===== src/hw/rtl/fup_pkg.sv =====
// Package for the form body field parser: payload structs, record kinds,
// character constants and queue sizing shared by all modules.
// No dependencies.
package fup_pkg;

  // Default sizing, handed down from the top level.
  localparam int FIELD_COUNT_DEF = 4;
  localparam int KEY_CHARS_DEF   = 8;

  // Largest field buffer; a larger capacity setting acts as this.
  localparam int VALUE_MAX = 128;

  // Configuration register map.
  localparam int          CFG_IDX_W     = 4;
  localparam int          CFG_DATA_W    = 64;
  localparam int          CFG_CAP_BASE  = 4;
  localparam logic [7:0]  CAP_RESET     = 8'd16;
  localparam logic [7:0]  CAP_MIN       = 8'd2;

  // Special body characters.
  localparam logic [7:0] CH_PCT = 8'h25;
  localparam logic [7:0] CH_EQ  = 8'h3D;
  localparam logic [7:0] CH_AMP = 8'h26;

  // Records per body byte and queue depth in byte groups.
  localparam int MAX_RECS = 4;
  localparam int QDEPTH   = 2;
  localparam int QPTR_W   = (QDEPTH > 1) ? $clog2(QDEPTH) : 1;

  typedef enum logic [1:0] {
    REC_CHAR = 2'd0,
    REC_DONE = 2'd1,
    REC_SKIP = 2'd2,
    REC_END  = 2'd3
  } rec_kind_t;

  // One input transaction.
  typedef struct packed {
    logic [7:0] body_byte;
    logic       body_end;
  } fup_in_t;

  // One result transaction.
  typedef struct packed {
    rec_kind_t  record_kind;
    logic [1:0] field_index;
    logic [7:0] value_char;
    logic [6:0] char_position;
    logic [6:0] value_length;
    logic [3:0] parsed_mask;
    logic       run_last;
  } fup_out_t;

  // All records caused by one body byte.
  typedef struct packed {
    logic [2:0]               cnt;
    fup_out_t [MAX_RECS-1:0]  recs;
  } fup_group_t;

  // Write side of the queue.
  typedef struct packed {
    logic       push;
    fup_group_t group;
  } fup_push_t;

  // Read side of the queue.
  typedef struct packed {
    logic       empty;
    logic       full;
    fup_group_t head;
  } fup_qstat_t;

endpackage


===== src/hw/rtl/fup_front.sv =====
// Front end of the form body parser: configuration registers, token and key
// matching state, percent decoding, and assembly of each byte's record group.
// Depends on fup_pkg.
module fup_front import fup_pkg::*; #(
  parameter int FIELD_COUNT = FIELD_COUNT_DEF,
  parameter int KEY_CHARS   = KEY_CHARS_DEF
) (
  input  logic                  clk,
  input  logic                  rst_n,
  input  logic                  in_valid,
  input  fup_in_t               in_data,
  output logic                  in_stall,
  input  logic                  cfg_valid,
  input  logic [CFG_IDX_W-1:0]  cfg_index,
  input  logic [CFG_DATA_W-1:0] cfg_data,
  input  fup_qstat_t            qstat,
  output fup_push_t             qpush
);

  localparam int KEY_W = KEY_CHARS * 8;

  typedef enum logic [2:0] {
    PCT_NONE = 3'b001,
    PCT_ONE  = 3'b010,
    PCT_TWO  = 3'b100
  } pct_t;

  // Configuration registers.
  logic [KEY_W-1:0] key_r [FIELD_COUNT];
  logic [7:0]       cap_r [FIELD_COUNT];

  // Parse state.
  logic [3:0] fm_r, cand_r, kcc_r;
  logic [1:0] off_r, mf_r;
  logic       ivp_r, mv_r;
  logic [6:0] sc_r;
  pct_t       pp_r;
  logic [7:0] hd_r;

  // Next values.
  logic [3:0] fm_nxt, cand_nxt, kcc_nxt;
  logic [1:0] off_nxt, mf_nxt;
  logic       ivp_nxt, mv_nxt;
  logic [6:0] sc_nxt;
  pct_t       pp_nxt;
  logic [7:0] hd_nxt;

  fup_group_t grp;
  logic       accept;

  logic [7:0] b;
  logic       last, sep, key_eq, key_ch, do_fk, fk_hit, vb, tok_end;
  logic [1:0] fk_field;
  logic [7:0] kb_cur [FIELD_COUNT];
  logic [7:0] kb_fin [FIELD_COUNT];
  logic [7:0] cap_sel, cap_c, dec;
  logic [6:0] lim;

  assign in_stall = qstat.full;
  assign accept   = in_valid && !in_stall;
  assign b        = in_data.body_byte;
  assign last     = in_data.body_end;

  // Writes set key i at index i, capacity i at CFG_CAP_BASE + i; others are ignored.
  always_ff @(posedge clk) begin
    if (!rst_n) begin
      for (int i = 0; i < FIELD_COUNT; i++) begin
        key_r[i] <= '0;
        cap_r[i] <= CAP_RESET;
      end
    end else if (cfg_valid) begin
      for (int i = 0; i < FIELD_COUNT; i++) begin
        if (cfg_index == CFG_IDX_W'(i)) begin
          key_r[i] <= cfg_data[KEY_W-1:0];
        end
        if (cfg_index == CFG_IDX_W'(CFG_CAP_BASE + i)) begin
          cap_r[i] <= cfg_data[7:0];
        end
      end
    end
  end

  // Byte step: key compare, key finish, value decode, token and body end.
  always_comb begin
    fm_nxt   = fm_r;
    cand_nxt = cand_r;
    kcc_nxt  = kcc_r;
    off_nxt  = off_r;
    mf_nxt   = mf_r;
    ivp_nxt  = ivp_r;
    mv_nxt   = mv_r;
    sc_nxt   = sc_r;
    pp_nxt   = pp_r;
    hd_nxt   = hd_r;
    grp      = '0;
    fk_hit   = 1'b0;
    fk_field = '0;
    cap_sel  = CAP_RESET;
    dec      = {hd_r[3:0] + (hd_r[6] ? 4'd9 : 4'd0), b[3:0] + (b[6] ? 4'd9 : 4'd0)};

    sep     = (b == CH_AMP) && (off_r == 2'd2);
    key_eq  = !sep && !ivp_r && (b == CH_EQ) && (off_r != 2'd0);
    key_ch  = !sep && !ivp_r && !key_eq;
    vb      = !sep && ivp_r && mv_r;
    tok_end = sep || last;

    // Key character: drop candidates whose key differs at this position.
    for (int i = 0; i < FIELD_COUNT; i++) begin
      kb_cur[i] = '0;
      for (int j = 0; j < KEY_CHARS; j++) begin
        if (kcc_r == 4'(j)) begin
          kb_cur[i] = key_r[i][8*j +: 8];
        end
      end
    end
    if (key_ch) begin
      for (int i = 0; i < FIELD_COUNT; i++) begin
        if (kcc_r >= 4'(KEY_CHARS) || b == 8'd0 || kb_cur[i] != b) begin
          cand_nxt[i] = 1'b0;
        end
      end
      if (kcc_r != 4'hf) begin
        kcc_nxt = kcc_r + 4'd1;
      end
    end

    // Key finish: lowest unfilled candidate whose key ends here wins.
    for (int i = 0; i < FIELD_COUNT; i++) begin
      kb_fin[i] = '0;
      for (int j = 0; j < KEY_CHARS; j++) begin
        if (kcc_nxt == 4'(j)) begin
          kb_fin[i] = key_r[i][8*j +: 8];
        end
      end
    end
    for (int i = FIELD_COUNT - 1; i >= 0; i--) begin
      if (cand_nxt[i] && !fm_r[i] && kcc_nxt != 4'd0 && kcc_nxt <= 4'(KEY_CHARS) &&
          (kcc_nxt == 4'(KEY_CHARS) || kb_fin[i] == 8'd0)) begin
        fk_hit   = 1'b1;
        fk_field = 2'(i);
      end
    end
    do_fk = key_eq || (tok_end && !ivp_r);
    if (do_fk && fk_hit) begin
      mv_nxt           = 1'b1;
      mf_nxt           = fk_field;
      fm_nxt[fk_field] = 1'b1;
    end
    if (key_eq) begin
      ivp_nxt = 1'b1;
    end

    // Storage limit of the matched field.
    for (int i = 0; i < FIELD_COUNT; i++) begin
      if (mf_nxt == 2'(i)) begin
        cap_sel = cap_r[i];
      end
    end
    if (cap_sel < CAP_MIN) begin
      cap_c = CAP_MIN;
    end else if (cap_sel > 8'(VALUE_MAX)) begin
      cap_c = 8'(VALUE_MAX);
    end else begin
      cap_c = cap_sel;
    end
    lim = 7'(cap_c - 8'd1);

    // Value byte with percent decoding.
    if (vb) begin
      unique case (pp_r)
        PCT_NONE: begin
          if (b == CH_PCT) begin
            pp_nxt = PCT_ONE;
          end else if (sc_nxt < lim) begin
            grp.recs[grp.cnt[1:0]].record_kind   = REC_CHAR;
            grp.recs[grp.cnt[1:0]].field_index   = mf_nxt;
            grp.recs[grp.cnt[1:0]].value_char    = b;
            grp.recs[grp.cnt[1:0]].char_position = sc_nxt;
            grp.cnt = grp.cnt + 3'd1;
            sc_nxt  = sc_nxt + 7'd1;
          end
        end
        PCT_ONE: begin
          hd_nxt = b;
          pp_nxt = PCT_TWO;
        end
        PCT_TWO: begin
          pp_nxt = PCT_NONE;
          if (sc_nxt < lim) begin
            grp.recs[grp.cnt[1:0]].record_kind   = REC_CHAR;
            grp.recs[grp.cnt[1:0]].field_index   = mf_nxt;
            grp.recs[grp.cnt[1:0]].value_char    = dec;
            grp.recs[grp.cnt[1:0]].char_position = sc_nxt;
            grp.cnt = grp.cnt + 3'd1;
            sc_nxt  = sc_nxt + 7'd1;
          end
        end
        default: begin
          pp_nxt = PCT_NONE;
        end
      endcase
    end

    // Token offset counts to two and holds.
    if (!sep && off_r != 2'd2) begin
      off_nxt = off_r + 2'd1;
    end

    // Token end: flush a pending escape literally, then done or skip.
    if (tok_end) begin
      if (mv_nxt) begin
        if (pp_nxt != PCT_NONE && sc_nxt < lim) begin
          grp.recs[grp.cnt[1:0]].record_kind   = REC_CHAR;
          grp.recs[grp.cnt[1:0]].field_index   = mf_nxt;
          grp.recs[grp.cnt[1:0]].value_char    = CH_PCT;
          grp.recs[grp.cnt[1:0]].char_position = sc_nxt;
          grp.cnt = grp.cnt + 3'd1;
          sc_nxt  = sc_nxt + 7'd1;
        end
        if (pp_nxt == PCT_TWO && sc_nxt < lim) begin
          grp.recs[grp.cnt[1:0]].record_kind   = REC_CHAR;
          grp.recs[grp.cnt[1:0]].field_index   = mf_nxt;
          grp.recs[grp.cnt[1:0]].value_char    = hd_nxt;
          grp.recs[grp.cnt[1:0]].char_position = sc_nxt;
          grp.cnt = grp.cnt + 3'd1;
          sc_nxt  = sc_nxt + 7'd1;
        end
        grp.recs[grp.cnt[1:0]].record_kind  = REC_DONE;
        grp.recs[grp.cnt[1:0]].field_index  = mf_nxt;
        grp.recs[grp.cnt[1:0]].value_length = sc_nxt;
      end else begin
        grp.recs[grp.cnt[1:0]].record_kind = REC_SKIP;
      end
      grp.cnt  = grp.cnt + 3'd1;
      off_nxt  = '0;
      ivp_nxt  = 1'b0;
      cand_nxt = 4'hf;
      kcc_nxt  = '0;
      mv_nxt   = 1'b0;
      mf_nxt   = '0;
      sc_nxt   = '0;
      pp_nxt   = PCT_NONE;
      hd_nxt   = '0;
    end

    // Body end: report the parsed mask and start a new body.
    if (last) begin
      grp.recs[grp.cnt[1:0]].record_kind = REC_END;
      grp.recs[grp.cnt[1:0]].parsed_mask = fm_nxt;
      grp.cnt = grp.cnt + 3'd1;
      fm_nxt  = '0;
    end
  end

  assign qpush.push  = accept && (grp.cnt != 3'd0);
  assign qpush.group = grp;

  // Parse state registers advance on each accepted byte.
  always_ff @(posedge clk) begin
    if (!rst_n) begin
      fm_r   <= '0;
      cand_r <= 4'hf;
      kcc_r  <= '0;
      off_r  <= '0;
      mf_r   <= '0;
      ivp_r  <= 1'b0;
      mv_r   <= 1'b0;
      sc_r   <= '0;
      pp_r   <= PCT_NONE;
      hd_r   <= '0;
    end else if (accept) begin
      fm_r   <= fm_nxt;
      cand_r <= cand_nxt;
      kcc_r  <= kcc_nxt;
      off_r  <= off_nxt;
      mf_r   <= mf_nxt;
      ivp_r  <= ivp_nxt;
      mv_r   <= mv_nxt;
      sc_r   <= sc_nxt;
      pp_r   <= pp_nxt;
      hd_r   <= hd_nxt;
    end
  end

endmodule


===== src/hw/rtl/fup_queue.sv =====
// Short queue of record groups between the parser front end and the
// result sequencer. Depends on fup_pkg.
module fup_queue import fup_pkg::*; (
  input  logic       clk,
  input  logic       rst_n,
  input  fup_push_t  qpush,
  input  logic       pop,
  output fup_qstat_t qstat
);

  localparam int CNT_W = $clog2(QDEPTH + 1);

  fup_group_t         mem_r [QDEPTH];
  logic [QPTR_W-1:0]  wr_r, rd_r, wr_nxt, rd_nxt;
  logic [CNT_W-1:0]   cnt_r, cnt_nxt;
  logic               do_push, do_pop;

  assign qstat.empty = (cnt_r == '0);
  assign qstat.full  = (cnt_r == CNT_W'(QDEPTH));
  assign qstat.head  = mem_r[rd_r];

  assign do_push = qpush.push && !qstat.full;
  assign do_pop  = pop && !qstat.empty;

  // Pointer wrap and occupancy.
  always_comb begin
    wr_nxt  = wr_r;
    rd_nxt  = rd_r;
    cnt_nxt = cnt_r;
    if (do_push) begin
      wr_nxt = (wr_r == QPTR_W'(QDEPTH - 1)) ? '0 : wr_r + QPTR_W'(1);
    end
    if (do_pop) begin
      rd_nxt = (rd_r == QPTR_W'(QDEPTH - 1)) ? '0 : rd_r + QPTR_W'(1);
    end
    if (do_push && !do_pop) begin
      cnt_nxt = cnt_r + CNT_W'(1);
    end else if (do_pop && !do_push) begin
      cnt_nxt = cnt_r - CNT_W'(1);
    end
  end

  always_ff @(posedge clk) begin
    if (!rst_n) begin
      wr_r  <= '0;
      rd_r  <= '0;
      cnt_r <= '0;
    end else begin
      wr_r  <= wr_nxt;
      rd_r  <= rd_nxt;
      cnt_r <= cnt_nxt;
    end
  end

  // Group storage.
  always_ff @(posedge clk) begin
    if (do_push) begin
      mem_r[wr_r] <= qpush.group;
    end
  end

endmodule


===== src/hw/rtl/fup_back.sv =====
// Result sequencer: walks the records of the queue head one per cycle while
// out_stall is low and marks the last record of each byte. Depends on fup_pkg.
module fup_back import fup_pkg::*; (
  input  logic       clk,
  input  logic       rst_n,
  input  fup_qstat_t qstat,
  output logic       pop,
  output logic       out_valid,
  output fup_out_t   out_data,
  input  logic       out_stall
);

  logic [1:0] idx_r, idx_nxt;
  logic       last_rec, take;

  assign out_valid = !qstat.empty;
  assign last_rec  = ({1'b0, idx_r} + 3'd1) == qstat.head.cnt;
  assign take      = out_valid && !out_stall;
  assign pop       = take && last_rec;

  // Current record, with the end-of-byte flag added.
  always_comb begin
    out_data          = qstat.head.recs[idx_r];
    out_data.run_last = last_rec;
  end

  always_comb begin
    idx_nxt = idx_r;
    if (take) begin
      idx_nxt = last_rec ? 2'd0 : idx_r + 2'd1;
    end
  end

  always_ff @(posedge clk) begin
    if (!rst_n) begin
      idx_r <= '0;
    end else begin
      idx_r <= idx_nxt;
    end
  end

endmodule


===== src/hw/rtl/form_urlencoded_field_parser.sv =====
// Top level of the form body field parser: front end, group queue and
// result sequencer. Depends on fup_pkg, fup_front, fup_queue and fup_back.
//
// Usage: body bytes enter on the in_ channel, one transaction per byte, with
// body_end set on the final byte. Each byte yields zero to four result
// transactions on the out_ channel: decoded value characters of a matched
// field, a done record with the stored length, a skip record for a key that
// matches no unfilled field, and on the final byte an end record with the
// parsed field mask. The last result of a byte carries run_last.
// Keys and capacities are written on the cfg_ port while the block is idle;
// cfg_ready is always high.
// Each accepted byte's record group is registered in the queue, and results
// are offered from the queue head. The parser takes one byte per cycle while
// each byte gives at most one result and out_stall is low; the output moves
// one record per cycle unless stalled. A two-group queue decouples the sides.
// Reset clears the parse state, keys to zero and capacities to 16. When the
// receiver stalls, the current record holds and the queue fills; once it is
// full, in_stall rises until a group drains.
module form_urlencoded_field_parser import fup_pkg::*; #(
  parameter int FIELD_COUNT = FIELD_COUNT_DEF,
  parameter int KEY_CHARS   = KEY_CHARS_DEF
) (
  input  logic                  clk,
  input  logic                  rst_n,
  input  logic                  in_valid,
  input  fup_in_t               in_data,
  output logic                  in_stall,
  output logic                  out_valid,
  output fup_out_t              out_data,
  input  logic                  out_stall,
  input  logic                  cfg_valid,
  output logic                  cfg_ready,
  input  logic [CFG_IDX_W-1:0]  cfg_index,
  input  logic [CFG_DATA_W-1:0] cfg_data
);

  fup_push_t  qpush;
  fup_qstat_t qstat;
  logic       pop;

  // Configuration writes complete at once.
  assign cfg_ready = 1'b1;

  fup_front #(
    .FIELD_COUNT (FIELD_COUNT),
    .KEY_CHARS   (KEY_CHARS)
  ) u_front (
    .clk       (clk),
    .rst_n     (rst_n),
    .in_valid  (in_valid),
    .in_data   (in_data),
    .in_stall  (in_stall),
    .cfg_valid (cfg_valid && cfg_ready),
    .cfg_index (cfg_index),
    .cfg_data  (cfg_data),
    .qstat     (qstat),
    .qpush     (qpush)
  );

  fup_queue u_queue (
    .clk   (clk),
    .rst_n (rst_n),
    .qpush (qpush),
    .pop   (pop),
    .qstat (qstat)
  );

  fup_back u_back (
    .clk       (clk),
    .rst_n     (rst_n),
    .qstat     (qstat),
    .pop       (pop),
    .out_valid (out_valid),
    .out_data  (out_data),
    .out_stall (out_stall)
  );

endmodule

===== config.mk =====
export PLATFORM = sky130hd
export DESIGN_NAME = form_urlencoded_field_parser
export DESIGN_NICKNAME = d
export VERILOG_FILES = /design/src/hw/rtl/fup_pkg.sv /design/src/hw/rtl/fup_front.sv /design/src/hw/rtl/fup_queue.sv /design/src/hw/rtl/fup_back.sv /design/src/hw/rtl/form_urlencoded_field_parser.sv
export SDC_FILE = /design/constraint.sdc
export NUM_CORES = 1
export LEC_CHECK = 0
export BUFFER_PORTS_ARGS = -buffer_cell sky130_fd_sc_hd__buf_2
export CAP_MARGIN = 20
export CORE_MARGIN = 2
export CORE_UTILIZATION = 60
export CTS_BUF_LIST = sky130_fd_sc_hd__clkbuf_8
export DETAILED_ROUTE_END_ITERATION = 7
export PLACE_DENSITY = 0.78
export SLEW_MARGIN = 30
export SYNTH_ARGS = -nofsm -noshare
export SYNTH_HDL_FRONTEND = slang
export SYNTH_HIERARCHICAL = 1
export SYNTH_SLANG_ARGS = --single-unit

===== constraint.sdc =====
create_clock -name clk -period 28.8 [get_ports clk]
set_input_delay 5.76 -clock clk [delete_from_list [all_inputs] [get_ports clk]]
set_output_delay 5.76 -clock clk [all_outputs]
set_load 0.02 [all_outputs]

==> flow_metrics.py, run 1 <==
metrics = {
    "global_route": {
        "grt_overflow_total": 0,
        "antenna_found_initial": 6,
        "grt.total_usage_pct": 36.9,
        "grt_start_max_net_pins": 77,
        "grt_pass1_wl_mm": 145,
        "grt_pass1_vias": 22329,
    },
    "die": {
        "rows": 83,
        "placeableCoreArea_um2": 51200,
        "io_pins": 116,
        "die_area_um2": 53400,
        "floorplan.initialDensity_pct": 60.5,
        "die_w_um": 231,
        "die_h_um": 231,
    },
    "status": {
        "status": "completed",
    },
    "clock_network": {
        "holdBufCountCts": 0,
        "cts_setup_buffers": 0,
        "cts.clk_slew.worst_paths_ns": 0.06,
        "cts_buffers": 91,
        "clk_latency_ns": 0.71,
        "htree_levels": 3,
        "cts_tree": "built",
        "cts_root_buf": "clkbuf_8",
        "cts.path.max_buffers": 3,
        "cts_sinks": 577,
        "cts_resized": 0,
    },
    "sta": {
        "hold_violations": 0,
        "grt_setup_unrepaired": "false",
        "fin_crit_sh_pct": 81.7,
        "relSlewSlack_pct": 32.4,
        "final_max_slew_viol_count": 0,
        "fin_skew_ns": 0.0398,
        "worstMarginPinSlew_ns": 1.01,
        "max_freq_mhz": 42.5,
        "fin_setup_tns_ns": 0,
        "fin_hold_ws_ns": 0.468,
        "layout_min_cycle_time_ns": 23.54,
        "setup_violations": 0,
    },
    "critical_path": {
        "crit_family": "compound AO/OA/AOI/OAI gates",
        "cp.required_ns": 29.10,
        "path_class": "in -> reg",
        "crit_path_frequent_cell": "ha_1",
        "cp.depth": 61,
        "slowest_delay_ns": 0.78,
        "crit_fanout": 66,
        "path_buf_inv": 9,
        "worstSetupEndpointType": "register",
        "r2r_cells": 62,
        "critical_path.startpoint_type": "input port",
        "arrival_ns": 23.84,
        "slowest_stage": "a311oi_2",
    },
    "place": {
        "io_buffers": 114,
        "gp_congestion": 1.02,
        "dp_hpwl_mm": 70.8,
        "placed_cell_area_um2": 31900,
        "dp_cells": 3317,
    },
    "job": {
        "drv_cap": 0,
    },
    "layout": {
        "multi_input_area_um2": 13000,
        "finish.net_count": 2852,
        "synthToLayoutAreaGrowth_pct": 8.75,
        "fin_area_um2": 33700,
        "drive_gt1_share_pct": 17.7,
        "nFillCells": 3821,
        "regArea_um2": 16900,
        "instances_no_fill": 3489,
    },
    "drt": {
        "routedWlPerCell_um": 28.3,
        "finalWirelength_mm": 98.8,
        "vias": 22978,
        "drcViolationCount": 0,
        "viasPerCell": 6.59,
        "dr.pass1.iters": 6,
        "ant_nets": 0,
        "drt_iter0_drc": 2765,
    },
    "power_and_ir_drop": {
        "ir_worst_vdd_mv": 0.0462,
        "power_leakage_uw": 0.0118,
        "p_total_uw": 1800,
        "powerDensity_nw_per_um2": 53.4,
    },
    "worst_hold_path": {
        "hold_class": "reg -> reg",
        "hold_path_depth": 2,
    },
    "synth": {
        "syn-num-nets": 2776,
        "syn_area_per_cell_um2": 11.7,
        "syn_area_um2": 31000,
        "yosysWarnings": 6,
        "synthCells": 2657,
    },
}
==> worst min-delay path, cell delays in order (launching register included) <==
cell     delay (ns)
dfxtp_1        0.30
o21ai_0        0.07
nand2_1        0.05
==> per-stage QoR <==
stage               setup WS (ns)  utilization [%]
CTS                          5.60             65.6
global placement             5.39             62.2
floorplan                    4.69                -
global route                 4.13             65.7
finish                       5.26             65.8
detailed placement           4.89             62.3
==> cell usage in the layout, fill, tap and decap left out, drive strengths merged, types with 46 or more instances in the layout <==
cell,instances
o21ai,109
mux2i,50
nand2,159
nor4,57
edfxtp,534
and2,313
nor2b,46
buf,150
nor2,213
a21oi,123
inv,104
mux2,129
clkbuf,93
==> where the power goes <==
part           total (µW)  internal [µW]  switching (µW)
clock                 661            332             329
sequential            970            945            24.8
combinational         165           55.6             110
total                1800           1330             464
==> routing by layer <==
layer / global-route usage (%) / vias to the layer above / routed length, µm
li1: - / 10130 / -
met1: 47.6 / 11328 / 38300
met2: 60.0 / 1264 / 46400
met3: 6.99 / 254 / 8640
met4: 18.8 / 2 / 5460
met5: 0 / - / 15
==> final cells by class <==
class                           instances  area share, %
Antenna cell                            4         0.0297
Clock buffer                           93           3.80
Clock inverter                         72           1.27
Inverter                               76          0.851
Multi-Input combinational cell       1837           38.7
Sequential cell                       577           50.2
Tap cell                              680           2.53
Timing Repair Buffer                  150           2.62
==> worst paths after layout <==
path                          start              endpoint  slack, ns
setup / recovery         in_data[6]  u_queue/mem_r[1][17]       5.26
hold / removal    u_front/cand_r[1]     u_front/cand_r[1]       0.47
hold reg to reg   u_front/cand_r[1]     u_front/cand_r[1]       0.47
setup reg to reg   u_front/kcc_r[0]  u_queue/mem_r[1][17]       8.62
==> flip-flops by register name (all words and copies together) (netlist names), 3 cells and up, named ones only <==
signal and cells:
u_front/key_r 256, u_queue/mem_r 246, u_front/cap_r 32, u_front/hd_r 8, u_front/sc_r 7, u_front/cand_r 4, u_front/fm_r 4, u_front/kcc_r 4
u_front/pp_r 3
Power figures use the tool's default switching activity.
==> run 2: changes to the inputs <==
==> constraint.sdc (replaced) <==
create_clock -name clk -period 23.7 [get_ports clk]
set_input_delay 4.74 -clock clk [delete_from_list [all_inputs] [get_ports clk]]
set_output_delay 4.74 -clock clk [all_outputs]
set_load 0.02 [all_outputs]
==> flow_metrics.py, run 2 (same netlist as run 1, synthesis figures left out) <==
metrics = {
    "layout": {
        "fin_area_um2": 33600,
        "layout_commonest_cell": "edfxtp_1",
        "regMostFlops": "u_front/key_r",
        "layout_common_cells": "edfxtp_1, and2_1, nor2_1",
        "nFillCells": 3891,
        "synthToLayoutAreaGrowth_pct": 8.67,
        "multi_input_area_um2": 13000,
        "drive_gt1_share_pct": 17.5,
        "final_util_pct": 65.7,
        "regArea_um2": 16900,
        "finish.net_count": 2848,
        "largest_reg_flops": 256,
        "top_regs": "u_front/key_r x256, u_queue/mem_r x246, u_front/cap_r x32",
    },
    "critical_path": {
        "cp.depth": 60,
        "crit_family": "compound AO/OA/AOI/OAI gates",
        "cp.required_ns": 24.04,
        "crit_fanout": 46,
        "critical_path.startpoint_type": "input port",
        "rr_startpoint": "u_front/kcc_r[0]",
        "critPathCapture": "u_queue/mem_r[1][41]",
        "startpoint": "in_data[6]",
        "crit_path_frequent_cell": "ha_1",
        "r2r-end": "u_queue/mem_r[1][41]",
        "path_buf_inv": 9,
        "path_class": "in -> reg",
        "r2r_cells": 61,
        "worstSetupEndpointType": "register",
        "arrival_ns": 22.38,
        "slowest_delay_ns": 0.82,
        "reg2reg_slack_ns": 4.21,
        "slowest_stage": "a311oi_2",
    },
    "sta": {
        "fin_setup_tns_ns": 0,
        "setup_violations": 0,
        "worstMarginPinSlew_ns": 1.01,
        "grt_setup_unrepaired": "false",
        "fin_skew_ns": 0.0415,
        "final.setup.worst_slack_ns": 1.66,
        "final_max_slew_viol_count": 0,
        "max_freq_mhz": 45.4,
        "layout_min_cycle_time_ns": 22.04,
        "fin_hold_ws_ns": 0.469,
        "fin_crit_sh_pct": 93.0,
        "hold_violations": 0,
        "relSlewSlack_pct": 32.3,
    },
    "drt": {
        "vias": 22899,
        "viasPerCell": 6.57,
        "dr.pass1.iters": 6,
        "finalWirelength_mm": 98.0,
        "drcViolationCount": 0,
        "ant_nets": 0,
        "drt_iter0_drc": 3111,
        "routedWlPerCell_um": 28.1,
    },
    "job": {
        "drv_cap": 0,
    },
    "clock_network": {
        "cts.path.max_buffers": 3,
        "cts_resized": 0,
        "cts_setup_buffers": 0,
        "htree_levels": 3,
        "cts_sinks": 577,
        "holdBufCountCts": 0,
        "cts_root_buf": "clkbuf_8",
        "cts_buffers": 91,
        "clk_latency_ns": 0.71,
        "cts_tree": "built",
        "cts.clk_slew.worst_paths_ns": 0.05,
    },
    "power_and_ir_drop": {
        "pwr-share-seq_pct": 54.3,
        "powerDensity_nw_per_um2": 64.6,
        "power_leakage_uw": 0.0118,
        "p_clk_share_pct": 36.6,
        "comb_power_share_pct": 9.2,
        "p_switching_uw": 560,
        "swShare_pct": 25.8,
        "ir_worst_vdd_mv": 0.0651,
        "p_int_uw": 1610,
    },
    "die": {
        "rows": 83,
        "die_h_um": 231,
        "placeableCoreArea_um2": 51200,
        "io_pins": 116,
        "die_area_um2": 53400,
        "die_w_um": 231,
        "floorplan.initialDensity_pct": 60.5,
    },
    "worst_hold_path": {
        "hold_class": "reg -> reg",
        "hold_start": "u_front/cand_r[1]",
    },
    "place": {
        "io_buffers": 114,
        "dp_hpwl_mm": 69.5,
        "placed_cell_area_um2": 31900,
        "gp_congestion": 1.03,
        "place_ws_ns": 1.40,
    },
    "status": {
        "status": "completed",
    },
    "global_route": {
        "grt.total_usage_pct": 36.5,
        "grt_pass1_vias": 22043,
        "grt_pass1_wl_mm": 143,
        "grt_start_max_net_pins": 110,
        "grt_overflow_total": 0,
        "antenna_found_initial": 1,
    },
}
==> run 2: worst min-delay path: cells and delay by family, from the launching register on <==
kind	cells	cell delay, ns
compound gates	1	0.06
flops	1	0.30
simple gates	1	0.06
==> run 2: power by group through the flow <==
stage | Combinational, µW | Clock [µW] | Sequential, µW
6_report | 199 | 794 | 1180
5_1_grt | 209 | 851 | 1180
4_1_cts | 195 | 805 | 1180
3_3_place_gp | 192 | 0 | 1200
2_1_floorplan | 122 | 0 | 1190
3_5_place_dp | 194 | 0 | 1200
==> run 2: per-stage QoR <==
step | total power (µW) | cells
floorplan | 1310 | 2657
global placement | 1390 | 3313
detailed placement | 1390 | 3313
CTS | 2180 | 3479
global route | 2240 | 3482
finish | 2170 | 3487
==> run 2: cell type report <==
cell class / instances / share of cell area [%]
Antenna cell: 5 / 0.0372
Timing Repair Buffer: 146 / 2.56
Multi-Input combinational cell: 1837 / 38.7
Inverter: 76 / 0.852
Tap cell: 680 / 2.53
Sequential cell: 577 / 50.2
Clock buffer: 98 / 4.01
Clock inverter: 68 / 1.06
==> run 2: metal layers <==
layer	routed length, µm	track usage, %
met4	5580	19.8
met5	0	0
met1	38100	48.2
met3	8970	6.77
met2	45300	57.7
==> run 2: worst min-delay path by stage <==
stage	endpoint	cells past startpoint	slack (ns)
6_report	u_front/cand_r[1]	2	0.47
5_1_grt	u_front/cand_r[1]	2	0.49
4_1_cts	u_front/cand_r[1]	2	0.46
3_5_place_dp	u_front/cand_r[3]	2	0.45
3_3_place_gp	u_front/cand_r[1]	2	0.45
2_1_floorplan	u_front/cand_r[3]	2	0.43
